**src/tsm_pkg.sv**
```systemverilog
package tsm_pkg;

  localparam int MAX_COLS = 256;
  localparam int MAX_ROWS = 256;
  localparam int DEPTH    = MAX_COLS * MAX_ROWS;
  localparam int ADDR_W   = $clog2(DEPTH);
  localparam int H_W      = 16;
  localparam int COORD_W  = 8;
  localparam int DIM_REG_W = 9;
  localparam int DIM_W    = 11;
  localparam int CNT_W    = 4;
  localparam int NCELL    = 9;
  localparam int CELL_W   = 4;
  localparam int MASK_W   = 8;
  localparam int IN_DATA_W  = 32;
  localparam int OUT_DATA_W = 16;
  localparam int CFG_IDX_W  = 2;
  localparam int CFG_DATA_W = 16;

  localparam logic [CNT_W-1:0]  LAST_READ = '1;
  localparam logic [CNT_W-1:0]  LAST_DRAIN = CNT_W'(1);
  localparam logic [CELL_W-1:0] CELL_CENTRE = CELL_W'(4);

  typedef enum logic {
    CMD_WRITE = 1'b0,
    CMD_QUERY = 1'b1
  } cmd_t;

  typedef enum logic [CFG_IDX_W-1:0] {
    CFG_MAP_WIDTH   = 2'd0,
    CFG_MAP_HEIGHT  = 2'd1,
    CFG_SLOPE_LIMIT = 2'd2,
    CFG_UNUSED      = 2'd3
  } cfg_idx_t;

  typedef struct packed {
    logic             rd_en;
    logic [CNT_W-1:0] rd_idx;
    logic             wr_go;
    logic             commit;
    logic             commit_query;
  } seq_ctl_t;

  // window slot (row-major 4x4, top-left at col-1,row-1) -> cell index row*3+col
  function automatic logic [CELL_W-1:0] cell_of(input logic [CNT_W-1:0] n);
    logic [1:0] ci;
    logic [1:0] cj;
    ci = n[1:0] - 2'd1;
    cj = n[3:2] - 2'd1;
    return CELL_W'(cj) * CELL_W'(3) + CELL_W'(ci);
  endfunction

  // neighbour order N,NE,E,SE,S,SW,W,NW
  function automatic logic [CELL_W-1:0] nbr_cell(input int k);
    logic [CELL_W-1:0] c;
    case (k)
      0:       c = CELL_W'(1);
      1:       c = CELL_W'(2);
      2:       c = CELL_W'(5);
      3:       c = CELL_W'(8);
      4:       c = CELL_W'(7);
      5:       c = CELL_W'(6);
      6:       c = CELL_W'(3);
      default: c = CELL_W'(0);
    endcase
    return c;
  endfunction

endpackage

```
**src/tsm_seq.sv**
```systemverilog
module tsm_seq (
  input  logic              clk,
  input  logic              rst_n,
  input  logic              in_valid,
  input  logic              in_cmd,
  input  logic              slot_free,
  output logic              in_ready,
  output tsm_pkg::seq_ctl_t ctl
);
  import tsm_pkg::*;

  typedef enum logic [4:0] {
    ST_IDLE  = 5'b00001,
    ST_READ  = 5'b00010,
    ST_DRAIN = 5'b00100,
    ST_FIN   = 5'b01000,
    ST_WDONE = 5'b10000
  } state_t;

  state_t           state_r, state_nxt;
  logic [CNT_W-1:0] cnt_r, cnt_nxt;

  always_comb begin
    state_nxt        = state_r;
    cnt_nxt          = cnt_r;
    in_ready         = 1'b0;
    ctl              = '0;
    ctl.rd_idx       = cnt_r;
    unique case (state_r)
      ST_IDLE: begin
        in_ready = 1'b1;
        if (in_valid) begin
          cnt_nxt = '0;
          if (in_cmd == CMD_QUERY) begin
            state_nxt = ST_READ;
          end else begin
            ctl.wr_go = 1'b1;
            state_nxt = ST_WDONE;
          end
        end
      end
      ST_READ: begin
        ctl.rd_en = 1'b1;
        cnt_nxt   = cnt_r + CNT_W'(1);
        if (cnt_r == LAST_READ) begin
          cnt_nxt   = '0;
          state_nxt = ST_DRAIN;
        end
      end
      ST_DRAIN: begin
        cnt_nxt = cnt_r + CNT_W'(1);
        if (cnt_r == LAST_DRAIN) begin
          state_nxt = ST_FIN;
        end
      end
      ST_FIN: begin
        if (slot_free) begin
          ctl.commit       = 1'b1;
          ctl.commit_query = 1'b1;
          state_nxt        = ST_IDLE;
        end
      end
      ST_WDONE: begin
        if (slot_free) begin
          ctl.commit = 1'b1;
          state_nxt  = ST_IDLE;
        end
      end
      default: state_nxt = ST_IDLE;
    endcase
  end

  always_ff @(posedge clk) begin
    if (!rst_n) begin
      state_r <= ST_IDLE;
      cnt_r   <= '0;
    end else begin
      state_r <= state_nxt;
      cnt_r   <= cnt_nxt;
    end
  end

endmodule

```
**config.mk**
```make
export PLATFORM = sky130hd
export DESIGN_NAME = tsm_seq
export DESIGN_NICKNAME = d
export VERILOG_FILES = /design/src/tsm_pkg.sv /design/src/tsm_seq.sv
export SDC_FILE = /design/constraint.sdc
export NUM_CORES = 1
export LEC_CHECK = 0
export BUFFER_PORTS_ARGS = -buffer_cell sky130_fd_sc_hd__buf_2
export CAP_MARGIN = 20
export CORE_AREA = 2 2 39 41
export CTS_BUF_LIST = sky130_fd_sc_hd__clkbuf_8
export CTS_CLUSTER_SIZE = 14
export DETAILED_ROUTE_END_ITERATION = 12
export DIE_AREA = 0 0 41 43
export PLACE_DENSITY = 0.66
export SETUP_SLACK_MARGIN = 0.4
export SLEW_MARGIN = 20
export SYNTH_ARGS = -nofsm -noshare
export SYNTH_HDL_FRONTEND = slang
export SYNTH_SLANG_ARGS = --single-unit
```
**constraint.sdc**
```tcl
create_clock -name clk -period 1.9 [get_ports clk]
set_input_delay 0.285 -clock clk [delete_from_list [all_inputs] [get_ports clk]]
set_output_delay 0.285 -clock clk [all_outputs]
set_load 0.01 [all_outputs]
```
# Yosys cells after proc, flatten, opt, wreduce, memory -nomap -nowiden
# Cells that the tools add are included.
[classes]
n_mux = 18
addsub = 1
reduce_logical = 4
n_eq_ne = 11
[ops]
columns = ["operator", "n"]
rows = [
  ["2-to-1 mux 5 bit", 5],
  ["one-hot mux 5 bit (4 select lines)", 1],
  ["one-hot mux 4 bit (3 select lines)", 1],
  ["2-to-1 mux 4 bit", 2],
  ["2-to-1 mux 1 bit", 7],
  ["!= test 2 bit (second input constant)", 3],
  ["equality test 5 x 1 -> 1 bit (second input constant)", 1],
  ["equality test 5 x 2 -> 1 bit (second input constant)", 1],
  ["equality test 5 x 3 -> 1 bit (second input constant)", 1],
  ["equality test 5 x 4 -> 1 bit (second input constant)", 1],
  ["equality test 5 bit (second input constant)", 1],
  ["adder 4 x 1 -> 4 bit (second input constant)", 1],
  ["equality test 4 x 1 -> 1 bit (second input constant)", 1],
  ["equality test 4 bit (second input constant)", 1],
  ["AND reduction 4 bit", 1],
  ["nonzero test 3 bit", 1],
  ["2-to-1 mux 2 bit", 1],
  ["!= test 2 x 1 -> 1 bit (second input constant)", 1],
  ["one-hot mux 1 bit (2 select lines)", 1],
  ["AND reduction 2 bit", 1],
  ["OR reduction 2 bit", 1],
]
[totals]
word_cells = 36
register_bits = 9
out_inout_bits = 9
input_bits = 5

# Longest topological paths before layout
# Gate-level depths: netlist of the first run.
[logic_depth]
depth_word = 4
mapped_depth = 6
depth_no_buf = 6

# Worst setup path before layout of the first run
# Ideal clock, no wire load.
[synth_path]
kind = "register to register"
startpoint = "register cnt_r[0]"
endpoint = "register state_r[3]"
path_buffers = 0
t_arrival_ps = 1484
setup_slack_ps = 345
setup_ps = 72
path_stages_with_launch = 6
required_ps = 1828
path_cell_list = "dfxtp_1 -> ha_1 -> inv_1 -> o311a_1 -> a2111oi_4 -> mux2i_1"
[synth_via]
elab_chain_len = 3
elab_cells_between_ends = 5
[synth_lines]
columns = ["element", "line", "text"]
rows = [
  ["start, declared", "tsm_seq.sv:21", "logic [CNT_W-1:0] cnt_r, cnt_nxt;"],
  ["start signal, assigned", "tsm_seq.sv:79", "cnt_r <= cnt_nxt;"],
  ["equality test 4 x 1 -> 1 bit / equality test 4 bit (equally long branches)", "tsm_seq.sv:52, tsm_seq.sv:45", ""],
  ["!= test 2 bit (no source line)", "--", ""],
  ["AND reduction 4 bit (no source line) (*)", "--", ""],
  ["end signal, assigned", "tsm_seq.sv:78", "state_r <= state_nxt;"],
  ["end, declared", "tsm_seq.sv:20", "state_t state_r, state_nxt;"],
]
# Every way passes the cells marked *; elsewhere a longest branch is shown, timed or not.
# A chain may end at the register's enable or synchronous reset.

# Final worst setup path of the first run
[layout_path]
startpoint = "register state_r[0]"
endpoint = "register cnt_r[3]"
[layout_via]
elab_chain_len = 3
elab_cells_between_ends = 7
[layout_lines]
columns = ["element", "line", "text"]
rows = [
  ["equality test 5 x 1 -> 1 bit (tied with other cells)", "tsm_seq.sv:29", "unique case (state_r)"],
  ["!= test 2 bit (no source line) / nonzero test 3 bit (equally long branches)", "--", ""],
  ["AND reduction 2 bit (no source line)", "--", ""],
]
# Several ways; a longest one is shown, not always the timed one.

==> results of run 1 <==
-- layer usage --
layer,vias to the layer above,wire (um)
met5,-,0
met4,0,20
met3,2,38
met2,11,843
met1,325,810
li1,318,-
-- power by group through the flow --
stage / clock network (mW) / registers (mW) / logic (mW)
detailed placement: 0 / 0.239 / 0.223
global route: 0.232 / 0.243 / 0.361
finish: 0.217 / 0.242 / 0.338
global placement: 0 / 0.238 / 0.222
CTS: 0.222 / 0.238 / 0.270
floorplan: 0 / 0.234 / 0.171
-- state kept, by name, indices dropped and copies added, names as in the netlist --
signal and cells:
cnt_r 4, state_r 5
-- final cells by class --
type / instances / area, um^2
Multi-Input combinational cell: 55 / 494.2
Timing Repair Buffer: 25 / 165.2
Clock inverter: 1 / 3.754
Clock buffer: 3 / 41.29
Fill cell: 107 / 442.9
Tap cell: 16 / 20.02
Inverter: 4 / 15.01
Sequential cell: 9 / 201.4
-- timing repair --
action                     CTS  global route
buffers inserted             6             5
resized for setup           20            10
gates cloned                 0             0
pin swaps                    5             3
setup endpoints to repair   11            14
-- through the flow --
step                worst slack (ns)  std cells  hold WS [ns]
floorplan                     0.3772         70        0.4360
global placement              0.2506         98        0.4859
detailed placement            0.2318         98        0.4894
CTS                           0.3355        108        0.3195
global route                  0.2138        113        0.3306
finish                        0.2854        113        0.3247
-- final timing paths --
check	endpoint	cells after the start	slack [ns]
setup / recovery	cnt_r[3]	4	0.29
setup reg to reg	cnt_r[3]	4	0.29
hold reg to reg	state_r[4]	2	0.51
hold / removal	state_r[1]	3	0.32
-- synth_stat cells, types with 2 or more instances --
cell      count  area share (%)
nor3b_1       2             2.4
a211oi_2      2             4.1
o21ai_0       2             1.6
inv_1         4             2.4
nor3b_2       2             4.1
ha_1          2             4.1
a211oi_1      2             2.4
nor3_1        2             1.6
nand2_1       9             5.5
or3_2         2             2.4
nor2_1        4             2.4
xnor2_1       2             2.8
nand3_1       6             4.9
dfxtp_1       9              29
-- critical path: cells and delay by family (launching register included) --
kind / cells / cell delay (ns)
simple gates: 2 / 0.77
compound gates: 2 / 0.39
flops: 1 / 0.38
-- cells by family (layout without fill, tap and decap cells) --
family          count (synthesis)  after routing
flops                           9              9
buf+inv                         6             33
fa+ha+maj                       2              2
compound gates                 15             15
xor+xnor                        2              2
simple gates                   35             35
mux                             1              1
==> summary.md, run 1 <==
| Metric | Value |
|---|---|
| Status | finished, final reports clean |
| Int Power | 0.5299 mW |
| Count of nets after finishing | 105 |
| Effective utilization at floorplan | 44.48% |
| Horizontal extent of the die | 41 um |
| Clock slew seen by the registers of the worst setup and hold paths | 0.05 ns |
| Count of pins on the block boundary | 14 |
| Final antenna diode count | 0 |
| Sequential Power Share | 30.3% |
| Final routed wire length divided by cell count | 15.15 um |
| Root buf cell | clkbuf_8 |
| Number of global-route vias before repair | 574 |
| Aggregate global routing overflow | 0 |
| Maximum number of pins on one net before global-route repair | 10 |
| Share of synthesized cell area in full adder, half adder and majority cells | 4.065% |
| Worst slew margin | 74.43% |
| Leading register cell type out of synthesis | dfxtp_1 |
| Crit-path slowest cell | or4_4 |
| Global Route met3 Usage | 4.712% |
| Count of unique library cells instantiated by Yosys | 34 |
| Non-Filler Cell Area, Final | 940.9 um^2 |
| Most frequent cells in the layout | 12 x buf_2, 11 x buf_4, 8 x nand2_1 |
| Area fraction in and, or, nand and nor cells after synthesis | 33.74% |
| Number of CTS-inserted buffers | 3 |
| Clock Path Buffers | 2 |
| Level count of the clock H-tree | 1 |
| Cell Chain, Critical Path | nor3b_4 > a2bb2oi_1 > or4_4 > a211oi_2 |
| Post-layout minimum cycle time | 1.615 ns |
| Tot GR Track Use | 21.41% |
| DRC violation count after routing | 0 |
| Most common cell after layout, fill and taps aside | buf_2 |
| Count of final max-slew check failures | 0 |
| CP required | 2.05 ns |
| Share of flip-flops with an asynchronous set or reset after synthesis | 0% |
| Number of buffers inserted by port buffering | 13 |
| Count of flip-flops with a built-in enable after synthesis | 0 |
| Sw Ratio | 33.51% |
| Type of origin of the critical path | flip-flop |
| Net load switching power | 0.2671 mW |
| Hold buffer count at cts | 0 |
| Max incr delay on CP | 0.50 ns |
| Grt met2 use | 31.25% |
| Insertion delay to the later sink of the worst-skew pair | 0.23 ns |
| # clock sinks | 9 |
| Die height | 43 um |
| DIE AREA | 1763 um^2 |
| Tightest Pin Transition | 0.3821 ns |
| Number of nets produced by synthesis | 77 |
| Post-synthesis share of cell area spent on xor and xnor gates | 2.846% |
| Placer congestion estimate | 0.9028 |
| CP endpoint kind | flip-flop |
| Post-Synthesis Cells | 70 |
| Startpoint of the lowest-slack register-to-register path | state_r[0] |
| Util after Layout | 67.99% |
| Worst setup path startpoint | state_r[0] |
| Antenna violations before repair | 0 |
| Number of hold-slack violations in the final timing report | 0 |
| Iteration-0 DRC Markers | 7 |
| Count of antenna-violating nets left after detailed routing | 0 |
| Total number of vias | 656 |
| Total leakage power | 0.3820 nW |
| Path category of the worst min-delay check | in -> reg |
| GR Layer Usage met1 | 29.84% |
| Final sum of negative setup slack | 0 ns |
| Global routing's busiest layer | met2 |
| Clock share of power | 27.3% |
| Unrepaired setup endpoints after global routing | true |
| Final routed wirelength across all metal layers | 1712 um |
| Multiplexer area fraction after synthesis | 1.626% |
| Mapped Area | 615.6 um^2 |
| First-pass iteration count of the detailed router | 4 |
| Fraction of the cycle the final worst path needs | 84.98% |
| TritonCTS clock tree | built |
| Largest voltage drop on the vdd net | 0.0006262 V |
| First-pass GRT wire length | 2580 um |
| Number of placement rows | 14 |
| Arr. time, crit path | 1.77 ns |
| HP Start | in_cmd |
| Flip-flop and latch count after synthesis | 9 |
| Floorplan Core Area | 1384 um^2 |
| Detailed-placement wirelength estimate | 1066 um |
| Compound-gate portion of the synthesized area | 23.98% |
| Largest fanout on the critical path | 5 |
| Final setup vio count | 0 |
| Final setup skew | 0.002399 ns |
| Mean Syn Cell Area | 8.794 um^2 |
| Share of synthesized area occupied by flip-flops and latches | 29.27% |
| Max-cap violation count | 0 |
| Via density per instance | 5.805 |
| Logic gate share of total power | 42.4% |
| Crit path kind | reg -> reg |
| Cell Area, Placed | 706.9 um^2 |
| Main combinational cell family by area after synthesis | simple AND/OR/NAND/NOR gates |
| Tot Pwr | 0.7970 mW |
| Power density cells | 847.0 nW/um^2 |
| Total number of yosys warnings | 0 |
| Proportion of layout cells with a drive suffix above 1 | 60.82% |
| Layout overhead on the synthesized area | 52.85% |
| Timing-limited maximum frequency | 619.4 MHz |
Note: power is estimated with default switching activity, not from simulation.
==> run 2, diff against run 1 <==
==> constraint.sdc (replaced) <==
create_clock -name clk -period 1.7 [get_ports clk]
set_input_delay 0.255 -clock clk [delete_from_list [all_inputs] [get_ports clk]]
set_output_delay 0.255 -clock clk [all_outputs]
set_load 0.01 [all_outputs]
==> summary.md, run 2 (synthesized netlist as in run 1, its figures left out) <==
| Metric | Value |
|---|---|
| Hold path depth | 3 (unchanged) |
| Power density cells | 920.4 nW/um^2 (+8.7%) |
| Clock Path Buffers | 2 (unchanged) |
| Final setup skew | 0.003711 ns (+0.001312 ns) |
| Detailed-placement wirelength estimate | 1078 um (+1.1%) |
| Arr. time, crit path | 1.35 ns (-0.42 ns) |
| Final sum of negative setup slack | 0 ns (unchanged) |
| Horizontal extent of the die | 41 um (unchanged) |
| Fillers | 85 (-21%) |
| First-pass iteration count of the detailed router | 4 (unchanged) |
| Final routed wire length divided by cell count | 16.13 um (+6.4%) |
| Number of global-route vias before repair | 650 (+13%) |
| CP endpoint kind | primary output |
| Count of final max-slew check failures | 0 (unchanged) |
| Number of flip-flops under the largest register name | 5 (unchanged) |
| Total area of multi-input combinational cells | 524.3 um^2 (+6.1%) |
| Count of pins on the block boundary | 14 (unchanged) |
| # clock sinks | 9 (unchanged) |
| Path category of the worst min-delay check | in -> reg |
| Crit path kind | reg -> out |
| Most frequent cells in the layout | 13 x buf_2, 13 x buf_4, 7 x nand2_1 |
| Type of origin of the critical path | flip-flop |
| Worst slew margin | 73.93% (-0.49 points) |
| Effective utilization at floorplan | 44.48% (unchanged) |
| Level count of the clock H-tree | 1 (unchanged) |
| Tot GR Track Use | 25.38% (+4.0 points) |
| Startpoint of the lowest-slack register-to-register path | state_r[1] |
| Insertion delay to the later sink of the worst-skew pair | 0.24 ns (about the same) |
| Placer congestion estimate | 0.8503 (-5.8%) |
| Count of antenna-violating nets left after detailed routing | 0 (unchanged) |
| Final setup vio count | 0 (unchanged) |
| Total leakage power | 0.4223 nW (+11%) |
| Tightest Pin Transition | 0.3874 ns (+0.005314 ns) |
| Number of CTS-inserted buffers | 3 (unchanged) |
| Antenna violations before repair | 0 (unchanged) |
| First-pass GRT wire length | 2994 um (+16%) |
| Largest voltage drop on the vdd net | 0.0007183 V (+15%) |
| Post-layout minimum cycle time | 1.602 ns |
| Setup slack, reg-to-reg | 0.11 ns (-0.18 ns) |
| Number of buffers inserted by port buffering | 13 (unchanged) |
| Final critical-path setup slack | 0.09808 ns (-0.1873 ns) |
| Max-cap violation count | 0 (unchanged) |
| Hold buffer count at cts | 0 (unchanged) |
| Die height | 43 um (unchanged) |
| Root buf cell | clkbuf_8 |
| Aggregate global routing overflow | 0 (unchanged) |
| Tot Pwr | 0.9455 mW (+19%) |
| Iteration-0 DRC Markers | 29 (+22) |
| Number of cells traversed by the worst register-to-register path | 5 (+1) |
| Layout overhead on the synthesized area | 66.87% |
| Floorplan Core Area | 1384 um^2 (unchanged) |
| FF-to-FF End | cnt_r[3] |
| Largest fanout on the critical path | 6 (+1) |
| Proportion of layout cells with a drive suffix above 1 | 66.99% (+6.2 points) |
| Util after Layout | 74.23% (+6.2 points) |
| Final routed wirelength across all metal layers | 1919 um (+12%) |
| Timing-limited maximum frequency | 624.3 MHz |
| Status | finished, final reports clean |
| Number of placement rows | 14 (unchanged) |
| CP required | 1.44 ns (-0.61 ns) |
| Unrepaired setup endpoints after global routing | true |
| Worst setup slack before clock tree synthesis | 0.03892 ns (-0.1929 ns) |
| DRC violation count after routing | 0 (unchanged) |
| Maximum number of pins on one net before global-route repair | 10 (unchanged) |
| HP Start | in_cmd |
| TritonCTS clock tree | built |
| Fraction of the cycle the final worst path needs | 94.23% |
| Register containing the most flip-flops in the final layout | state_r |
| Largest registers | state_r x5, cnt_r x4 |
| Final antenna diode count | 0 (unchanged) |
| Storage cell area | 203.9 um^2 (+1.2%) |
| Sink of the worst hold path | state_r[1] |
| Via density per instance | 5.840 (+0.60%) |
| Clock slew seen by the registers of the worst setup and hold paths | 0.05 ns (about the same) |
| DIE AREA | 1763 um^2 (unchanged) |
| Count of nets after finishing | 111 (+5.7%) |
| Total number of vias | 695 (+5.9%) |
| Number of hold-slack violations in the final timing report | 0 (unchanged) |
[run 2: cell count changes in the layout (fill, tap and decap cells not counted), sizes merged]
| cell | delta |
|---|---|
| buf | +6 |
[run 2: how the worst max path moves through the flow]
| stage | start | to | slack, ns | depth (start not counted) |
|---|---|---|---|---|
| global route | state_r[1] | ctl[2] | 0.02 | 4 |
| floorplan | state_r[4] | cnt_r[0] | 0.18 | 5 |
| finish | state_r[1] | ctl[2] | 0.1 | 4 |
| detailed placement | state_r[0] | cnt_r[3] | 0.04 | 4 |
| global placement | state_r[0] | cnt_r[3] | 0.06 | 4 |
| CTS | state_r[2] | ctl[2] | 0.13 | 4 |
[run 2: critical path, cell delays in order, from the launching register on]
cell and delay, ns:
dfxtp_4 0.36, nor3b_4 0.27, nand2_2 0.10, nor3b_2 0.21
buf_2 0.16
[run 2: power breakdown]
| part | leakage [nW] | internal (mW) | switching, mW |
|---|---|---|---|
| sequential | 0.0776 | 0.234 | 0.0328 |
| combinational | 0.318 | 0.228 | 0.203 |
| clock | 0.0269 | 0.158 | 0.0904 |
[run 2: through the flow]
step,area (um^2),std cells,hold slack (ns)
finish,1027,119,0.2874
global route,1027,119,0.3055
CTS,958.4,114,0.2942
detailed placement,743.2,98,0.4949
global placement,743.2,98,0.4867
floorplan,669.4,70,0.4072
[run 2: timing repair]
| item | 4_1_cts | 5_1_grt |
|---|---|---|
| resized for setup | 22 | 7 |
| pin swaps | 11 | 7 |
| endpoints found under the setup margin | 14 | 14 |
| setup buffers | 12 | 5 |
[run 2: layout make-up]
cell class	count	share of cell area, %
clock buffer	3	4.019
sequential	9	19.85
tap	16	1.949
multi-input combinational	55	51.04
inverter	4	1.462
timing repair buffer	31	21.32
clock inverter	1	0.3654
[run 2: layer usage]
layer  global-route usage (%)  share of wire [%]
met1                    31.82                 41
met3                    3.141                3.5
met4                    10.00                3.5
met5                        0                  0
met2                    41.56                 51
==> run 3, diff against run 2 <==
==> constraint.sdc (replaced) <==
create_clock -name clk -period 1.6 [get_ports clk]
set_input_delay 0.24 -clock clk [delete_from_list [all_inputs] [get_ports clk]]
set_output_delay 0.24 -clock clk [all_outputs]
set_load 0.01 [all_outputs]
==> summary.md, run 3 (synthesized netlist as in run 1, its figures left out) <==
| Metric | Value |
|---|---|
| Status | finished with violations |
| Layout overhead on the synthesized area | 65.24% |
| Failing checks | setup timing |
| Final critical-path setup slack | -0.005140 ns (-0.1032 ns) |
| Final routed wire length divided by cell count | 15.91 um (-1.3%) |
| Number of global-route vias before repair | 624 (-4.0%) |
| Clock slew seen by the registers of the worst setup and hold paths | 0.05 ns (about the same) |
| Most common cell after layout, fill and taps aside | buf_2 |
| Most frequent cells in the layout | 12 x buf_2, 11 x buf_4, 6 x nand3_1, 6 x nand2_1 |
| Level count of the clock H-tree | 1 (unchanged) |
| Hold buffer count at cts | 0 (unchanged) |
| Number of CTS-inserted buffers | 3 (unchanged) |
| Number of hold-slack violations in the final timing report | 0 (unchanged) |
| Util after Layout | 73.51% (-0.72 points) |
| TritonCTS clock tree | built |
| Register containing the most flip-flops in the final layout | state_r |
| Post-layout minimum cycle time | 1.605 ns |
| Final antenna diode count | 0 (unchanged) |
| Final setup vio count | 1 (+1) |
| Worst slew margin | 71.25% (-2.7 points) |
| Horizontal extent of the die | 41 um (unchanged) |
| Power density cells | 971.2 nW/um^2 (+5.5%) |
| Max incr delay on CP | 0.43 ns (+0.07 ns) |
| Largest voltage drop on the vdd net | 0.0006836 V (-4.8%) |
| Antenna violations before repair | 0 (unchanged) |
| Count of antenna-violating nets left after detailed routing | 0 (unchanged) |
| Path category of the worst min-delay check | in -> reg |
| Detailed-placement wirelength estimate | 1201 um (+11%) |
| Die height | 43 um (unchanged) |
| WP buf/inv | 0 (-1) |
| First-pass iteration count of the detailed router | 4 (unchanged) |
| Number of buffers inserted by port buffering | 13 (unchanged) |
| Cell type group with the largest total delay on the critical path | compound AO/OA/AOI/OAI gates |
| Aggregate global routing overflow | 0 (unchanged) |
| # clock sinks | 9 (unchanged) |
| Final routed wirelength across all metal layers | 1846 um (-3.8%) |
| DRC violation count after routing | 0 (unchanged) |
| Proportion of layout cells with a drive suffix above 1 | 67.00% (about the same) |
| Largest fanout on the critical path | 4 (-2) |
| Max-cap violation count | 0 (unchanged) |
| Count of nets after finishing | 108 (-2.7%) |
| Tot Pwr | 0.9879 mW (+4.5%) |
| Total number of vias | 674 (-3.0%) |
| DIE AREA | 1763 um^2 (unchanged) |
| Crit path kind | reg -> reg |
| Clock Path Buffers | 2 (unchanged) |
| Count of pins on the block boundary | 14 (unchanged) |
| Via density per instance | 5.810 (-0.51%) |
| Cell Chain, Critical Path | nor4_1 > o311a_4 > a2111oi_4 > a311o_1 |
| Number of flip-flops under the largest register name | 5 (unchanged) |
| Type of origin of the critical path | flip-flop |
| CP required | 1.72 ns (+0.28 ns) |
| Final setup skew | 0.004459 ns (+0.0007477 ns) |
| Number of placement rows | 14 (unchanged) |
| Insertion delay to the later sink of the worst-skew pair | 0.24 ns (about the same) |
| CP endpoint kind | flip-flop |
| Tot GR Track Use | 23.69% (-1.7 points) |
| Count of final max-slew check failures | 0 (unchanged) |
| Fillers | 96 (+13%) |
| Arr. time, crit path | 1.72 ns (+0.37 ns) |
| Iteration-0 DRC Markers | 15 (-48%) |
| Placer congestion estimate | 0.8604 (+1.2%) |
| Effective utilization at floorplan | 44.48% (unchanged) |
| Unrepaired setup endpoints after global routing | true |
| Tightest Pin Transition | 0.4273 ns (+0.03983 ns) |
| Timing-limited maximum frequency | 623.0 MHz |
| Setup slack, reg-to-reg | -0.005 ns (-0.12 ns) |
| Fraction of the cycle the final worst path needs | 100.3% |
| Largest registers | state_r x5, cnt_r x4 |
| First-pass GRT wire length | 2725 um (-9.0%) |
| Total leakage power | 0.4044 nW (-4.2%) |
| Floorplan Core Area | 1384 um^2 (unchanged) |
| Crit-path slowest cell | nor4_1 |
| Maximum number of pins on one net before global-route repair | 10 (unchanged) |
| Root buf cell | clkbuf_8 |
-- run 3: per-layer routing --
layer  track usage, %  part of all wire, %  routed length [um]
met3            3.141                  3.5                  65
met2            40.00                   53                 975
met5                0                    0                   0
met1            26.06                   41                 766
met4            14.00                  2.1                  38
-- run 3: path summary, 6_finish.rpt --
check / from / to / cells after the start
setup reg to reg: state_r[0] / state_r[0] / 4
hold reg to reg: cnt_r[3] / cnt_r[3] / 2
hold / removal: in_cmd / state_r[1] / 3
setup / recovery: state_r[0] / state_r[0] / 4
-- run 3: area by class of cell --
cell class | count | area [um^2] | area share [%]
Clock inverter | 1 | 3.754 | 0.3690
Clock buffer | 3 | 41.29 | 4.059
Sequential cell | 9 | 201.4 | 19.80
Tap cell | 16 | 20.02 | 1.968
Timing Repair Buffer | 28 | 198.9 | 19.56
Multi-Input combinational cell | 55 | 534.3 | 52.52
Inverter | 4 | 17.52 | 1.722
-- run 3: power breakdown --
group / total (mW) / internal (mW) / switching [mW]
Clock: 0.271 / 0.168 / 0.103
Sequential: 0.282 / 0.248 / 0.0343
Combinational: 0.434 / 0.228 / 0.206
-- run 3: worst register-to-register path, delay by kind of cell (launching register included) --
kind	cells	cell delay, ns
compound gates	3	0.70
simple gates	1	0.43
flops	1	0.36
-- run 3: repair_timing --
item	4_1_cts	5_1_grt
setup endpoints to repair	14	14
buffers inserted	7	2
pin swaps	11	4
resized for setup	14	14
-- run 3: per-stage QoR --
stage | setup slack (ns) | hold slack, ns | instance area, um^2 | TNS (ns) | instances
after CTS | 0.03806 | 0.2915 | 942.2 | 0 | 114
after detailed placement | 0.02561 | 0.5175 | 793.3 | 0 | 103
final | -0.005140 | 0.2760 | 1017 | -0.005140 | 116
after floorplan | 0.08038 | 0.3922 | 681.9 | 0 | 70
after global routing | -0.04791 | 0.3048 | 1017 | -0.1273 | 116
after global placement | 0.01275 | 0.5106 | 793.3 | 0 | 103
