<file path="config.mk">
export PLATFORM = sky130hd
export DESIGN_NAME = tsm_slope
export DESIGN_NICKNAME = d
export VERILOG_FILES = /design/src/tsm_pkg.sv /design/src/tsm_slope.sv
export SDC_FILE = /design/constraint.sdc
export NUM_CORES = 1
export LEC_CHECK = 0
export BUFFER_PORTS_ARGS = -buffer_cell sky130_fd_sc_hd__buf_4
export CAP_MARGIN = 10
export CORE_MARGIN = 2
export CORE_UTILIZATION = 50
export CTS_CLUSTER_SIZE = 28
export DETAILED_ROUTE_END_ITERATION = 10
export PLACE_DENSITY_LB_ADDON = 0.08
export SETUP_SLACK_MARGIN = 0.4
export SLEW_MARGIN = 30
export SYNTH_ARGS = -nofsm -noshare
export SYNTH_HDL_FRONTEND = slang
export SYNTH_SLANG_ARGS = --single-unit
</file>
<file path="constraint.sdc">
create_clock -name clk -period 9.9 [get_ports clk]
set_clock_uncertainty 0.1 [all_clocks]
set_input_delay 1.98 -clock clk [delete_from_list [all_inputs] [get_ports clk]]
set_output_delay 1.98 -clock clk [all_outputs]
set_load 0.05 [all_outputs]
</file>
<file path="src/tsm_pkg.sv">
package tsm_pkg;

  localparam int MAX_COLS = 256;
  localparam int MAX_ROWS = 256;
  localparam int DEPTH    = MAX_COLS * MAX_ROWS;
  localparam int ADDR_W   = $clog2(DEPTH);
  localparam int H_W      = 16;
  localparam int COORD_W  = 8;
  localparam int DIM_REG_W = 9;
  localparam int DIM_W    = 11;
  localparam int CNT_W    = 4;
  localparam int NCELL    = 9;
  localparam int CELL_W   = 4;
  localparam int MASK_W   = 8;
  localparam int IN_DATA_W  = 32;
  localparam int OUT_DATA_W = 16;
  localparam int CFG_IDX_W  = 2;
  localparam int CFG_DATA_W = 16;

  localparam logic [CNT_W-1:0]  LAST_READ = '1;
  localparam logic [CNT_W-1:0]  LAST_DRAIN = CNT_W'(1);
  localparam logic [CELL_W-1:0] CELL_CENTRE = CELL_W'(4);

  typedef enum logic {
    CMD_WRITE = 1'b0,
    CMD_QUERY = 1'b1
  } cmd_t;

  typedef enum logic [CFG_IDX_W-1:0] {
    CFG_MAP_WIDTH   = 2'd0,
    CFG_MAP_HEIGHT  = 2'd1,
    CFG_SLOPE_LIMIT = 2'd2,
    CFG_UNUSED      = 2'd3
  } cfg_idx_t;

  typedef struct packed {
    logic             rd_en;
    logic [CNT_W-1:0] rd_idx;
    logic             wr_go;
    logic             commit;
    logic             commit_query;
  } seq_ctl_t;

  // window slot (row-major 4x4, top-left at col-1,row-1) -> cell index row*3+col
  function automatic logic [CELL_W-1:0] cell_of(input logic [CNT_W-1:0] n);
    logic [1:0] ci;
    logic [1:0] cj;
    ci = n[1:0] - 2'd1;
    cj = n[3:2] - 2'd1;
    return CELL_W'(cj) * CELL_W'(3) + CELL_W'(ci);
  endfunction

  // neighbour order N,NE,E,SE,S,SW,W,NW
  function automatic logic [CELL_W-1:0] nbr_cell(input int k);
    logic [CELL_W-1:0] c;
    case (k)
      0:       c = CELL_W'(1);
      1:       c = CELL_W'(2);
      2:       c = CELL_W'(5);
      3:       c = CELL_W'(8);
      4:       c = CELL_W'(7);
      5:       c = CELL_W'(6);
      6:       c = CELL_W'(3);
      default: c = CELL_W'(0);
    endcase
    return c;
  endfunction

endpackage

</file>
<file path="src/tsm_slope.sv">
module tsm_slope (
  input  logic                        clk,
  input  logic                        rst_n,
  input  logic                        rd_en,
  input  logic [tsm_pkg::CNT_W-1:0]   rd_idx,
  input  logic [tsm_pkg::H_W-1:0]     rdata,
  input  logic [tsm_pkg::COORD_W-1:0] q_col,
  input  logic [tsm_pkg::COORD_W-1:0] q_row,
  input  logic [tsm_pkg::DIM_W-1:0]   width_eff,
  input  logic [tsm_pkg::DIM_W-1:0]   height_eff,
  input  logic [tsm_pkg::H_W-1:0]     slope_limit,
  output logic [tsm_pkg::NCELL-1:0]   pass
);
  import tsm_pkg::*;

  logic             ld_vld_r;
  logic [CNT_W-1:0] ld_idx_r;
  logic [H_W-1:0]   sh_r [5];

  logic             a_vld_r;
  logic [CELL_W-1:0] a_cell_r;
  logic             a_inmap_r;
  logic [H_W-1:0]   a_hi_r, a_lo_r;
  logic [NCELL-1:0] pass_r;

  logic             cell_done;
  logic [H_W-1:0]   hx0, hx1, ln0, ln1, hi, lo;
  logic [DIM_W-1:0] fcp, frp;
  logic             inmap;
  logic             a_ok;

  // heights of the cell completed by this slot: n-5, n-4, n-1, n
  assign cell_done = ld_vld_r && (ld_idx_r[1:0] != 2'd0) && (ld_idx_r[3:2] != 2'd0);
  assign hx0 = (sh_r[4] > sh_r[3]) ? sh_r[4] : sh_r[3];
  assign hx1 = (sh_r[0] > rdata)   ? sh_r[0] : rdata;
  assign ln0 = (sh_r[4] < sh_r[3]) ? sh_r[4] : sh_r[3];
  assign ln1 = (sh_r[0] < rdata)   ? sh_r[0] : rdata;
  assign hi  = (hx0 > hx1) ? hx0 : hx1;
  assign lo  = (ln0 < ln1) ? ln0 : ln1;

  // field coordinate plus one, must lie in 1 .. size-1
  assign fcp   = DIM_W'(q_col) + DIM_W'(ld_idx_r[1:0]) - DIM_W'(1);
  assign frp   = DIM_W'(q_row) + DIM_W'(ld_idx_r[3:2]) - DIM_W'(1);
  assign inmap = (fcp != '0) && (fcp < width_eff) && (frp != '0) && (frp < height_eff);

  assign a_ok = a_inmap_r && ((a_hi_r - a_lo_r) < slope_limit);

  always_ff @(posedge clk) begin
    if (!rst_n) begin
      ld_vld_r <= 1'b0;
      a_vld_r  <= 1'b0;
    end else begin
      ld_vld_r <= rd_en;
      a_vld_r  <= cell_done;
    end
  end

  always_ff @(posedge clk) begin
    ld_idx_r <= rd_idx;
    if (ld_vld_r) begin
      sh_r[0] <= rdata;
      sh_r[1] <= sh_r[0];
      sh_r[2] <= sh_r[1];
      sh_r[3] <= sh_r[2];
      sh_r[4] <= sh_r[3];
    end
    if (cell_done) begin
      a_cell_r  <= cell_of(ld_idx_r);
      a_inmap_r <= inmap;
      a_hi_r    <= hi;
      a_lo_r    <= lo;
    end
    for (int i = 0; i < NCELL; i++) begin
      if (a_vld_r && (a_cell_r == CELL_W'(i))) begin
        pass_r[i] <= a_ok;
      end
    end
  end

  assign pass = pass_r;

endmodule

</file>
# Word level (Yosys, flattened, before mapping)
# Memory sizes are Yosys's and may differ from the RTL's.
# Cells that the tools add are included.
# op_classes
muxes	8
mul	1
magnitude_cmp	9
n_eq_ne	8
reduce_logical	20
add_sub_neg	8
# op_table
op	count
16-bit 2-to-1 mux	6
16-bit less-than comparator	4
16-bit greater-than comparator	3
11-bit less-than comparator	2
11-bit nonzero test	2
9-bit by 1-bit subtractor with 10-bit output, second input constant	2
8-bit by 2-bit adder with 9-bit output	2
4-bit by 3-bit equality test with 1-bit output, second input constant	4
16-bit subtractor	1
1-bit logical AND	15
4-bit by 2-bit equality test with 1-bit output, second input constant	2
4-bit by 2-bit adder with 4-bit output	1
4-bit by 1-bit equality test with 1-bit output, second input constant	1
4-bit equality test, second input constant	1
4-bit zero test	1
2-bit by 2-bit multiplier with 4-bit output, second input constant	1
2-bit nonzero test	2
2-bit by 1-bit subtractor with 2-bit output, second input constant	2
1-bit 2-to-1 mux	2
# totals
regBits	52
n_memories	1
ramBits	80
# mem_list
memory	depth	word_bits	read_ports	rd_clocked_by_memory_dff	wr	line	source
sh_r	5	16	5	0	5	tsm_slope.sv:18	logic [H_W-1:0] sh_r [5];

# Longest topological paths before layout
# Gate-level depths: netlist of run 1.
# depth
depth_word	6
ltp_mapped	20
depth_no_buf	17

# Worst setup path after synthesis of run 1
# OpenSTA, ideal clock, no wires.
# synth_timing
path_kind	input port to flip-flop
startpoint	input port rdata[1] (netlist name)
endpoint	register a_hi_r[10], data pin
slack_ps	4174
arrival_ps	5361
required_ps	9536
stages	18
n_path_buf	3
path_cell_list	inv_1 ha_1 nor2b_1 o211ai_2 a2111oi_4 nor3_4 nor2_4 buf_6 mux2i_1 ha_1 a2111oi_0 a21oi_1 o21a_1 o21ai_0 a31o_2 buf_2 buf_4 mux2i_1
# synth_via
elab_chain_len	4
# synth_rtl
element	line	source
from (decl)	tsm_slope.sv:6	input logic [tsm_pkg::H_W-1:0] rdata,
16-bit greater-than comparator	tsm_slope.sv:35	assign hx1 = (sh_r[0] > rdata) ? sh_r[0] : rdata;
16-bit 2-to-1 mux *	tsm_slope.sv:35	
16-bit greater-than comparator	tsm_slope.sv:38	assign hi = (hx0 > hx1) ? hx0 : hx1;
16-bit 2-to-1 mux *	tsm_slope.sv:38	
net hi[10]	tsm_slope.sv:27	logic [H_W-1:0] hx0, hx1, ln0, ln1, hi, lo;
to (signal assigned)	tsm_slope.sv:70	a_hi_r <= hi;
to (decl)	tsm_slope.sv:23	logic [H_W-1:0] a_hi_r, a_lo_r;
# The timed path passes the listed nets; every way through them passes the cells marked *.
# A chain may end at the register's enable or synchronous reset.

# Worst setup path after layout of run 1
# layout_timing
startpoint	input port rdata[1] (netlist name)
endpoint	register a_hi_r[14], data pin
# Same word-level chain as after synthesis.

==> impl_metrics.env, run 1 <==
export IMPL_status="finished, final reports clean"
export IMPL_ctsLongestPathBuffers=2
export IMPL_power_leakage_nw=4.996
export IMPL_grt_total_usage_pct=20.81
export IMPL_synth_top_cell_area_share_pct=41.31
export IMPL_initialDrtViolationCount=316
export IMPL_arrival_ns=6.52
export IMPL_setup_viol=0
export IMPL_rsz0062_at_grt="false"
export IMPL_p_switching_mw=0.4811
export IMPL_synthTopCellsByArea="edfxtp_1 41%, ha_1 19%, mux2i_1 10%"
export IMPL_viasPerCell=5.533
export IMPL_cp_end_kind="register"
export IMPL_clk_pin_slew_ns=0.06
export IMPL_crit_chain="buf_4 -> inv_1 -> ha_1 -> nor2b_1 -> o211ai_2 -> a2111oi_4 -> nor3_4 -> buf_6 -> nor2_4 -> mux2i_1 -> ha_1 -> a2111oi_0 -> a21oi_1 -> o21a_1 -> o21ai_0 -> a31o_2 -> mux2i_1"
export IMPL_drv_cap=0
export IMPL_cts_hold_buf=0
export IMPL_finalCriticalPeriod_ns=6.379
export IMPL_hold_class="register to register"
export IMPL_firstDrtPassIters=5
export IMPL_grt_pass1_wl_microns=32010
export IMPL_syn_inst=813
export IMPL_rows=49
export IMPL_dpl_hpwl_microns=15450
export IMPL_num_vias=6396
export IMPL_cts_root_buf="clkbuf_16"
export IMPL_start_util_pct=50.99
export IMPL_cts_tree="done"
export IMPL_setup_tns_ns=0
export IMPL_pin_count=86
export IMPL_ys_seq_area_share_pct=42.62
export IMPL_core_area_sq_um=17960
export IMPL_seqPwrFrac_pct=39.0
export IMPL_max_slew_margin_rel_pct=52.33
export IMPL_crit_type="primary input to register"
export IMPL_wl_per_cell_microns=16.82
export IMPL_ys_warn_count=0
export IMPL_port_buffers=85
export IMPL_clkPwrFrac_pct=38.7
export IMPL_gp_congestion=0.8847
export IMPL_slowest_stage="nor2_4"
export IMPL_ys_flop_type="edfxtp_1"
export IMPL_die_h_microns=139.3
export IMPL_area_delta_synth_final_pct=17.02
export IMPL_slew_violations=0
export IMPL_cpPeakStageDelay_ns=0.55
export IMPL_fp_dieW_microns=139.3
export IMPL_crit_required_ns=10.04
export IMPL_switching_share_pct=28.20
export IMPL_holdWs_ns=0.3160
export IMPL_ys_ff_latch=132
export IMPL_diodes=0
export IMPL_grt_max_degree=82
export IMPL_critPathLaunchType="primary input"
export IMPL_syn_avg_cell_area_sq_um=11.27
export IMPL_irDropWorstVdd_v=0.0001294
export IMPL_drc_errors=0
export IMPL_max_freq_ghz=0.1568
export IMPL_yosysMostFrequentCell="inv_1"
export IMPL_cts_repair_resized=0
export IMPL_cts_setup_buffers=0
export IMPL_cp_buffers_inverters=3
export IMPL_postRouteAntennaNets=0
export IMPL_crit_family="compound AO/OA/AOI/OAI gates"
export IMPL_yosys_area_top_type="edfxtp_1"
export IMPL_grt_overflow=0
export IMPL_filler_cell_count=1477
export IMPL_syn_nets=1033
export IMPL_final_period_utilization_pct=64.44
export IMPL_synth_edf_count=126
export IMPL_async_flop_share_pct=0
export IMPL_ctsHtreeMaxLevel=4
export IMPL_synth_cell_type_count=57
export IMPL_cp_max_fo=16
export IMPL_clk_latency_ns=0.42
export IMPL_power_density_nw_per_um2=159.2
export IMPL_layout_drive_gt1_share_pct=14.78
export IMPL_fp_dieArea_sq_um=19420
export IMPL_syn_area_sq_um=9159
export IMPL_antenna_found_initial=0
export IMPL_cts_sinks=132
export IMPL_min_path_cells=0
export IMPL_combPwrFrac_pct=22.3
export IMPL_p_int_mw=1.225
export IMPL_r2r_cells=14
export IMPL_grt_pass1_vias=6570
export IMPL_synth_top_cells_by_count="146 x inv_1, 139 x ha_1, 126 x edfxtp_1"
export IMPL_crit_cells=17
export IMPL_wl_microns=19440
export IMPL_numCtsBuffers=17
export IMPL_final_nets=1134
export IMPL_tightest_slew_ns=0.7135
export IMPL_hold_viol=0
[cell type report]
class	instances	area (sq um)	share of cell area, %
repair buffers	89	691.9	6.456
flip-flops and latches	132	3908	36.46
well taps	229	286.5	2.673
inverters	146	548.0	5.113
clock buffers	17	425.4	3.969
multi-input cells	528	4663	43.51
clock inverters	15	195.2	1.821
[layout by cell type (no fill, tap or decap), types with 4 or more instances in the layout]
master     count
nand4_1       15
a21oi_1       45
o21ai_0       24
nand2b_1       4
o21a_1        15
fa_1           4
inv_6          4
nor3_1         7
nand2_1       17
nor2_1        27
xor2_1         7
clkbuf_16     17
a21o_1        13
o21ai_1        5
nand3_1        8
xnor2_1       18
edfxtp_1     126
buf_4         86
a211oi_1      13
mux2i_1       94
nor4_1         5
o21bai_1       5
o31ai_1        4
a21boi_0       4
nor2b_1        7
inv_1        146
dfxtp_1        5
ha_1         139
[metrics by stage]
| step | util, % | setup WS (ns) | cells | area [sq um] | power [mW] |
|---|---|---|---|---|---|
| 3_3_place_gp | 55.92 | 3.319 | 1121 | 10040 | 1.035 |
| 3_5_place_dp | 56.04 | 3.131 | 1122 | 10070 | 1.053 |
| 4_1_cts | 59.49 | 3.526 | 1154 | 10690 | 1.716 |
| 2_1_floorplan | - | 4.174 | 813 | 9159 | 0.9474 |
| 5_1_grt | 59.66 | 3.133 | 1156 | 10720 | 1.800 |
| 6_report | 59.66 | 3.521 | 1156 | 10720 | 1.706 |
[routing by layer]
metal	vias up	wire length (microns)	track usage [%]
met5	-	0	0
met4	0	420	6.539
met3	31	836	4.474
met2	138	9132	33.67
met1	3066	9053	28.14
li1	3161	-	-
[cells by family after synthesis]
kind of cell / share of synthesized area (%)
buffers and inverters: 6.585
adder cells (fa/ha/maj): 19.86
AND/OR/NAND/NOR: 6.830
multiplexers: 10.27
XOR/XNOR: 2.391
AO/OA/AOI/OAI: 11.43
flip-flops: 42.62
[state kept, by name, indices dropped and copies added, names as in the netlist]
name and count:
a_inmap_r 1, a_vld_r 1, a_lo_r 16, pass 9, a_hi_r 16, ld_vld_r 1, a_cell_r 4, ld_idx_r 4
sh_r 80
[power groups by stage]
stage          Sequential [mW]  Clock (mW)  Combinational (mW)
4_1_cts                  0.669       0.671               0.376
6_report                 0.665       0.660               0.381
3_5_place_dp             0.681           0               0.373
3_3_place_gp             0.680           0               0.355
2_1_floorplan            0.674           0               0.273
5_1_grt                  0.668       0.700               0.432
[final timing paths]
check,startpoint,slack (ns),to
max reg2reg,sh_r[0][75],4.55,a_hi_r[14]
max,rdata[1],3.52,a_hi_r[14]
min,sh_r[0][44],0.32,sh_r[0][60]
min reg2reg,sh_r[0][44],0.32,sh_r[0][60]
Power figures use the tool's default switching activity.
==> inputs of run 2 (changes only) <==
--- a/config.mk
+++ b/config.mk
@@ -5,6 +5,7 @@
 export SDC_FILE = /design/constraint.sdc
 export NUM_CORES = 1
 export LEC_CHECK = 0
+export ABC_AREA = 1
 export BUFFER_PORTS_ARGS = -buffer_cell sky130_fd_sc_hd__buf_4
 export CAP_MARGIN = 10
 export CORE_MARGIN = 2
==> constraint.sdc (replaced) <==
create_clock -name clk -period 5.7 [get_ports clk]
set_clock_uncertainty 0.1 [all_clocks]
set_input_delay 1.14 -clock clk [delete_from_list [all_inputs] [get_ports clk]]
set_output_delay 1.14 -clock clk [all_outputs]
set_load 0.05 [all_outputs]
==> impl_metrics.env, run 2 <==
export IMPL_status="finished, final reports clean"
export IMPL_largest_reg_flops=80
export IMPL_crit_required_ns=5.73
export IMPL_rows=49
export IMPL_finalCriticalPeriod_ns=4.828
export IMPL_grt_total_usage_pct=20.06
export IMPL_numCtsBuffers=17
export IMPL_fp_dieArea_sq_um=19450
export IMPL_synthAdderAreaFrac_pct=19.82
export IMPL_tightest_slew_ns=0.6240
export IMPL_regMostFlops="sh_r"
export IMPL_ctsLongestPathBuffers=2
export IMPL_p_switching_mw=0.8570
export IMPL_wl_microns=18740
export IMPL_gp_congestion=0.9150
export IMPL_final_period_utilization_pct=84.71
export IMPL_syn_nets=1247
export IMPL_async_flop_share_pct=0
export IMPL_setup_viol=0
export IMPL_most_common_layout_cells="216 x nand2_1, 195 x inv_1, 139 x ha_1, 126 x edfxtp_1"
export IMPL_irDropWorstVdd_v=0.0002282
export IMPL_max_slew_margin_rel_pct=57.96
export IMPL_critPathMostFrequentCell="buf_4"
export IMPL_ctsHtreeMaxLevel=4
export IMPL_ys_seq_area_share_pct=42.54
export IMPL_fp_dieW_microns=139.5
export IMPL_cts_repair_resized=0
export IMPL_synth_cell_type_count=41
export IMPL_arrival_ns=4.86
export IMPL_ys_warn_count=0
export IMPL_max_freq_ghz=0.2071
export IMPL_final_nets=1341
export IMPL_yosys_area_top_type="edfxtp_1"
export IMPL_hold_viol=0
export IMPL_area_delta_synth_final_pct=17.12
export IMPL_synth_edf_count=126
export IMPL_cpPeakStageDelay_ns=0.42
export IMPL_seqPwrFrac_pct=38.9
export IMPL_syn_avg_cell_area_sq_um=8.936
export IMPL_pin_count=86
export IMPL_synth_simple_gate_area_share_pct=14.70
export IMPL_place_area_sq_um=10140
export IMPL_critPathLaunchType="primary input"
export IMPL_ys_ff_latch=132
export IMPL_synthTopCellsByArea="edfxtp_1 41%, ha_1 19%, nand2_1 8.8%"
export IMPL_switching_share_pct=28.83
export IMPL_p_int_mw=2.116
export IMPL_power_leakage_nw=5.228
export IMPL_antenna_found_initial=0
export IMPL_filler_cell_count=1547
export IMPL_rsz0062_at_grt="false"
export IMPL_cts_root_buf="clkbuf_16"
export IMPL_cts_hold_buf=0
export IMPL_clk_latency_ns=0.42
export IMPL_viasPerCell=5.067
export IMPL_grt_overflow=0
export IMPL_p_total_mw=2.973
export IMPL_hold_class="register to register"
export IMPL_num_vias=6907
export IMPL_power_density_nw_per_um2=276.6
export IMPL_firstDrtPassIters=5
export IMPL_wl_per_cell_microns=13.75
export IMPL_synth_xor_xnor_area_share_pct=2.386
export IMPL_combPwrFrac_pct=24.1
export IMPL_core_area_sq_um=17960
export IMPL_grt_max_degree=45
export IMPL_cp_max_fo=32
export IMPL_slew_violations=0
export IMPL_synth_top_cell_area_share_pct=41.23
export IMPL_final_common_cell="nand2_1"
export IMPL_dpl_hpwl_microns=15100
export IMPL_largestRegisters="sh_r x80, a_hi_r x16, a_lo_r x16"
export IMPL_grt_pass1_wl_microns=30910
export IMPL_cts_tree="done"
export IMPL_cts_setup_buffers=0
export IMPL_synthMuxAreaShare_pct=0
export IMPL_layout_drive_gt1_share_pct=12.08
export IMPL_crit_chain="buf_4 -> inv_1 -> ha_1 -> nand4_1 -> nor3_2 -> nand2_1 -> nand2_2 -> o41ai_4 -> buf_4 -> o21ai_0 -> ha_1 -> a21oi_1 -> nor2_1 -> a211oi_1 -> o221a_1 -> a21oi_2 -> buf_4 -> nand2_1 -> o21ai_0"
export IMPL_holdWs_ns=0.3122
export IMPL_clkPwrFrac_pct=37.0
export IMPL_setup_tns_ns=0
export IMPL_synth_compound_area_share_pct=11.67
export IMPL_port_buffers=85
export IMPL_drv_cap=0
export IMPL_drc_errors=0
export IMPL_cp_end_kind="register"
export IMPL_fin_area_sq_um=10750
export IMPL_die_h_microns=139.5
export IMPL_postRouteAntennaNets=0
export IMPL_start_util_pct=51.09
export IMPL_initialDrtViolationCount=443
export IMPL_synth_top_family_by_area="adder cells"
export IMPL_multi_input_area_sq_um=4489
export IMPL_grt_pass1_vias=6338
export IMPL_clk_pin_slew_ns=0.06
export IMPL_yosysMostFrequentCell="nand2_1"
export IMPL_slowest_stage="o21ai_0"
export IMPL_ys_flop_type="edfxtp_1"
export IMPL_regArea_sq_um=3908
export IMPL_syn_inst=1027
export IMPL_syn_area_sq_um=9178
export IMPL_diodes=0
export IMPL_crit_type="primary input to register"
export IMPL_cts_sinks=132
export IMPL_synth_top_cells_by_count="216 x nand2_1, 195 x inv_1, 139 x ha_1"
==> run 2: cell count changes after synthesis, sizes merged, moves of 16 or more <==
cell / before / now
o21ai: 29 / 94
inv: 146 / 197
clkbuf: 0 / 16
nand3: 8 / 36
nand2: 17 / 220
mux2i: 94 / 0
a21oi: 46 / 65
==> run 2: path summary, 6_finish.rpt <==
kind,slack (ns),depth (start not counted),from,end
worst max-delay path,0.87,19,rdata[11],a_hi_r[11]
worst max register to register,1.19,18,sh_r[0][63],a_hi_r[11]
worst min-delay path,0.31,0,sh_r[0][35],sh_r[0][51]
worst min register to register,0.31,0,sh_r[0][35],sh_r[0][51]
==> run 2: critical path, delay by kind of cell <==
family / cells / cell delay [ns]
AOI/OAI and AO/OA: 7 / 1.42
adders and majority gates: 2 / 0.65
buffers and inverters: 4 / 0.62
and+or+nand+nor: 6 / 1.01
==> run 2: cell families (layout without fill, tap and decap cells) <==
group | after synthesis | after routing
and+or+nand+nor | 322 | 322
DFF | 132 | 132
buffers and inverters | 215 | 322
AOI/OAI and AO/OA | 190 | 190
adders and majority gates | 143 | 143
xor gates and xnor gates | 25 | 25
==> run 2: cell type report <==
| cell class | count | share of cell area (%) |
|---|---|---|
| clock buffer | 21 | 4.190 |
| clock inverter | 11 | 1.420 |
| inverter | 197 | 6.879 |
| multi-input combinational | 680 | 41.76 |
| sequential | 132 | 36.35 |
| tap | 229 | 2.666 |
| timing repair buffer | 93 | 6.728 |
==> run 2: power by group through the flow <==
stage                     clock network (mW)  logic, mW  registers [mW]
after floorplan                            0      0.502            1.18
after global placement                     0      0.682            1.19
after detailed placement                   0      0.710            1.18
after CTS                               1.12      0.714            1.16
after global routing                    1.16      0.825            1.16
final                                   1.10      0.715            1.16
==> run 2: per-layer routing <==
metal	share of wire, %	vias to the layer above	wire [microns]	track usage, %
met4	1.8	0	346	6.805
met5	0	-	0	0
met3	4.6	21	855	3.407
met2	42	150	7931	29.82
met1	51	3090	9611	29.77
li1	-	3646	-	-
==> run 2: metrics by stage <==
stage	std cells	utilization (%)	worst slack, ns
4_1_cts	1363	59.81	1.015
2_1_floorplan	1027	-	1.358
6_report	1363	59.84	0.8716
3_5_place_dp	1331	56.45	0.5812
3_3_place_gp	1329	56.23	0.6712
5_1_grt	1363	59.84	0.5319
==> inputs of run 3 (changes only) <==
==> constraint.sdc (replaced) <==
create_clock -name clk -period 4.2 [get_ports clk]
set_clock_uncertainty 0.1 [all_clocks]
set_input_delay 0.84 -clock clk [delete_from_list [all_inputs] [get_ports clk]]
set_output_delay 0.84 -clock clk [all_outputs]
set_load 0.05 [all_outputs]
==> impl_metrics.env, run 3 (synthesis gave the netlist of run 2 again) <==
export IMPL_largestRegisters="sh_r x80, a_hi_r x16, a_lo_r x16"
export IMPL_timing_rr_start="sh_r[0][11]"
export IMPL_grt_max_degree=47
export IMPL_initialDrtViolationCount=378
export IMPL_grt_pass1_vias=6444
export IMPL_max_slew_margin_rel_pct=65.89
export IMPL_dpl_hpwl_microns=15200
export IMPL_num_vias=7121
export IMPL_drc_errors=0
export IMPL_firstDrtPassIters=5
export IMPL_gp_congestion=0.8928
export IMPL_rsz0062_at_grt="true"
export IMPL_hold_class="register to register"
export IMPL_crit_chain="buf_4 -> inv_1 -> ha_1 -> nand4_1 -> nor3_2 -> nand2_1 -> nand2_4 -> o41ai_4 -> buf_12 -> buf_12 -> nand2_1 -> o21ai_1 -> ha_1 -> nand4_1 -> o221a_1 -> a21oi_4 -> buf_6 -> o21ai_0"
export IMPL_area_delta_synth_final_pct=23.39
export IMPL_drv_cap=0
export IMPL_critPathLaunchType="primary input"
export IMPL_finalCriticalPeriod_ns=3.705
export IMPL_wl_per_cell_microns=13.78
export IMPL_grt_pass1_wl_microns=30770
export IMPL_holdWs_ns=0.3126
export IMPL_arrival_ns=3.75
export IMPL_reg2reg_to="a_hi_r[3]"
export IMPL_filler_cell_count=1536
export IMPL_tightest_slew_ns=0.5064
export IMPL_layout_drive_gt1_share_pct=18.44
export IMPL_fp_dieW_microns=139.5
export IMPL_rows=49
export IMPL_status="finished, final reports clean"
export IMPL_regArea_sq_um=3908
export IMPL_ctsHtreeMaxLevel=4
export IMPL_viasPerCell=5.047
export IMPL_slew_violations=0
export IMPL_final_common_cell="nand2_1"
export IMPL_clk_latency_ns=0.42
export IMPL_crit_required_ns=4.25
export IMPL_slowest_stage="o221a_1"
export IMPL_most_common_layout_cells="212 x nand2_1, 193 x inv_1, 136 x ha_1, 126 x edfxtp_1, 125 x buf_4"
export IMPL_hold_viol=0
export IMPL_numCtsBuffers=17
export IMPL_pin_count=86
export IMPL_min_path_cells=0
export IMPL_crit_type="primary input to register"
export IMPL_cp_max_fo=17
export IMPL_final_nets=1389
export IMPL_wl_microns=19450
export IMPL_core_area_sq_um=17960
export IMPL_fp_dieArea_sq_um=19450
export IMPL_port_buffers=85
export IMPL_postRouteAntennaNets=0
export IMPL_power_leakage_nw=5.524
export IMPL_cpPeakStageDelay_ns=0.32
export IMPL_largest_reg_flops=80
export IMPL_cts_tree="done"
export IMPL_clk_pin_slew_ns=0.06
export IMPL_hold_start="sh_r[0][16]"
export IMPL_grt_total_usage_pct=20.06
export IMPL_antenna_found_initial=0
export IMPL_die_h_microns=139.5
export IMPL_multi_input_area_sq_um=4690
export IMPL_setup_viol=0
export IMPL_grt_overflow=0
export IMPL_min_to="sh_r[0][32]"
export IMPL_cts_root_buf="clkbuf_16"
export IMPL_max_freq_ghz=0.2699
export IMPL_diodes=0
export IMPL_start_util_pct=51.09
export IMPL_irDropWorstVdd_v=0.0003004
export IMPL_power_density_nw_per_um2=353.5
export IMPL_setup_tns_ns=0
export IMPL_cp_end_kind="register"
export IMPL_regMostFlops="sh_r"
export IMPL_cts_sinks=132
export IMPL_reg2reg_slack_ns=0.55
export IMPL_r2r_cells=16
export IMPL_final_period_utilization_pct=88.22
export IMPL_ctsLongestPathBuffers=2
run 3: changes by cell type in the layout (fill, tap and decap cells not counted), moves of 3 or more:
| cell | before | now |
|---|---|---|
| o21ai_2 | 0 | 15 |
| a21oi_2 | 2 | 7 |
| a21oi_1 | 63 | 57 |
| o21ai_1 | 3 | 31 |
| ha_4 | 0 | 3 |
| buf_6 | 0 | 9 |
| o21ai_0 | 91 | 48 |
| ha_1 | 139 | 136 |
| nand2_1 | 216 | 212 |
| bufinv_16 | 3 | 0 |
| buf_4 | 91 | 125 |
run 3: what timing repair did:
| item | CTS | global route |
|---|---|---|
| endpoints found under the hold margin | 0 | 0 |
| pin swaps | 0 | 16 |
| cloned | 0 | 5 |
| gates resized for setup | 4 | 100 |
| endpoints found under the setup margin | 26 | 42 |
| buffers inserted | 0 | 4 |
| hold buffers | 0 | 0 |
run 3: layer usage:
layer / share of wire (%) / routed length (microns) / global-route usage (%) / vias to the layer above
met3: 5.9 / 1149 / 3.751 / 16
li1: - / - / - / 3750
met5: 0 / 0 / 0 / -
met4: 0.99 / 192 / 6.061 / 0
met1: 48 / 9401 / 29.02 / 3184
met2: 45 / 8706 / 30.80 / 171
run 3: how the worst max path moves through the flow:
stage / start / end / slack [ns] / cells after the start
floorplan: rdata[15] / a_lo_r[0] / 0.41 / 18
global placement: rdata[5] / a_lo_r[8] / 0.07 / 19
detailed placement: rdata[11] / a_lo_r[7] / 0.01 / 17
CTS: sh_r[0][63] / a_hi_r[0] / 0.40 / 19
global route: rdata[8] / a_hi_r[13] / 0.35 / 19
finish: rdata[8] / a_hi_r[3] / 0.49 / 18
run 3: final cells by class:
type                    instances  area share [%]
clock buffers                  24           4.254
clock inverters                 8          0.4861
inverters                     197           6.530
multi-input cells             681           41.41
flip-flops and latches        132           34.50
well taps                     229           2.530
repair buffers                140           10.29
run 3: power breakdown:
group	total, mW	internal [mW]	leakage [nW]	switching [mW]
logic	1.10	0.483	4.04	0.618
registers	1.57	1.54	1.23	0.0355
clock network	1.33	0.799	0.256	0.530
run 3: metrics by stage:
step | power, mW | setup WS, ns | util [%] | instances | area (sq um)
floorplan | 2.278 | 0.4097 | - | 1027 | 9188
global placement | 2.577 | 0.07074 | 57.97 | 1369 | 10410
detailed placement | 2.603 | 0.01175 | 58.08 | 1370 | 10430
CTS | 3.938 | 0.4014 | 61.09 | 1402 | 10970
global route | 4.255 | 0.3532 | 63.04 | 1411 | 11320
finish | 4.004 | 0.4947 | 63.04 | 1411 | 11320
run 3: critical path, delay by kind of cell:
kind,cells,cell delay [ns]
buffers and inverters,5,0.59
and+or+nand+nor,6,0.88
AOI/OAI and AO/OA,5,0.85
adders and majority gates,2,0.59
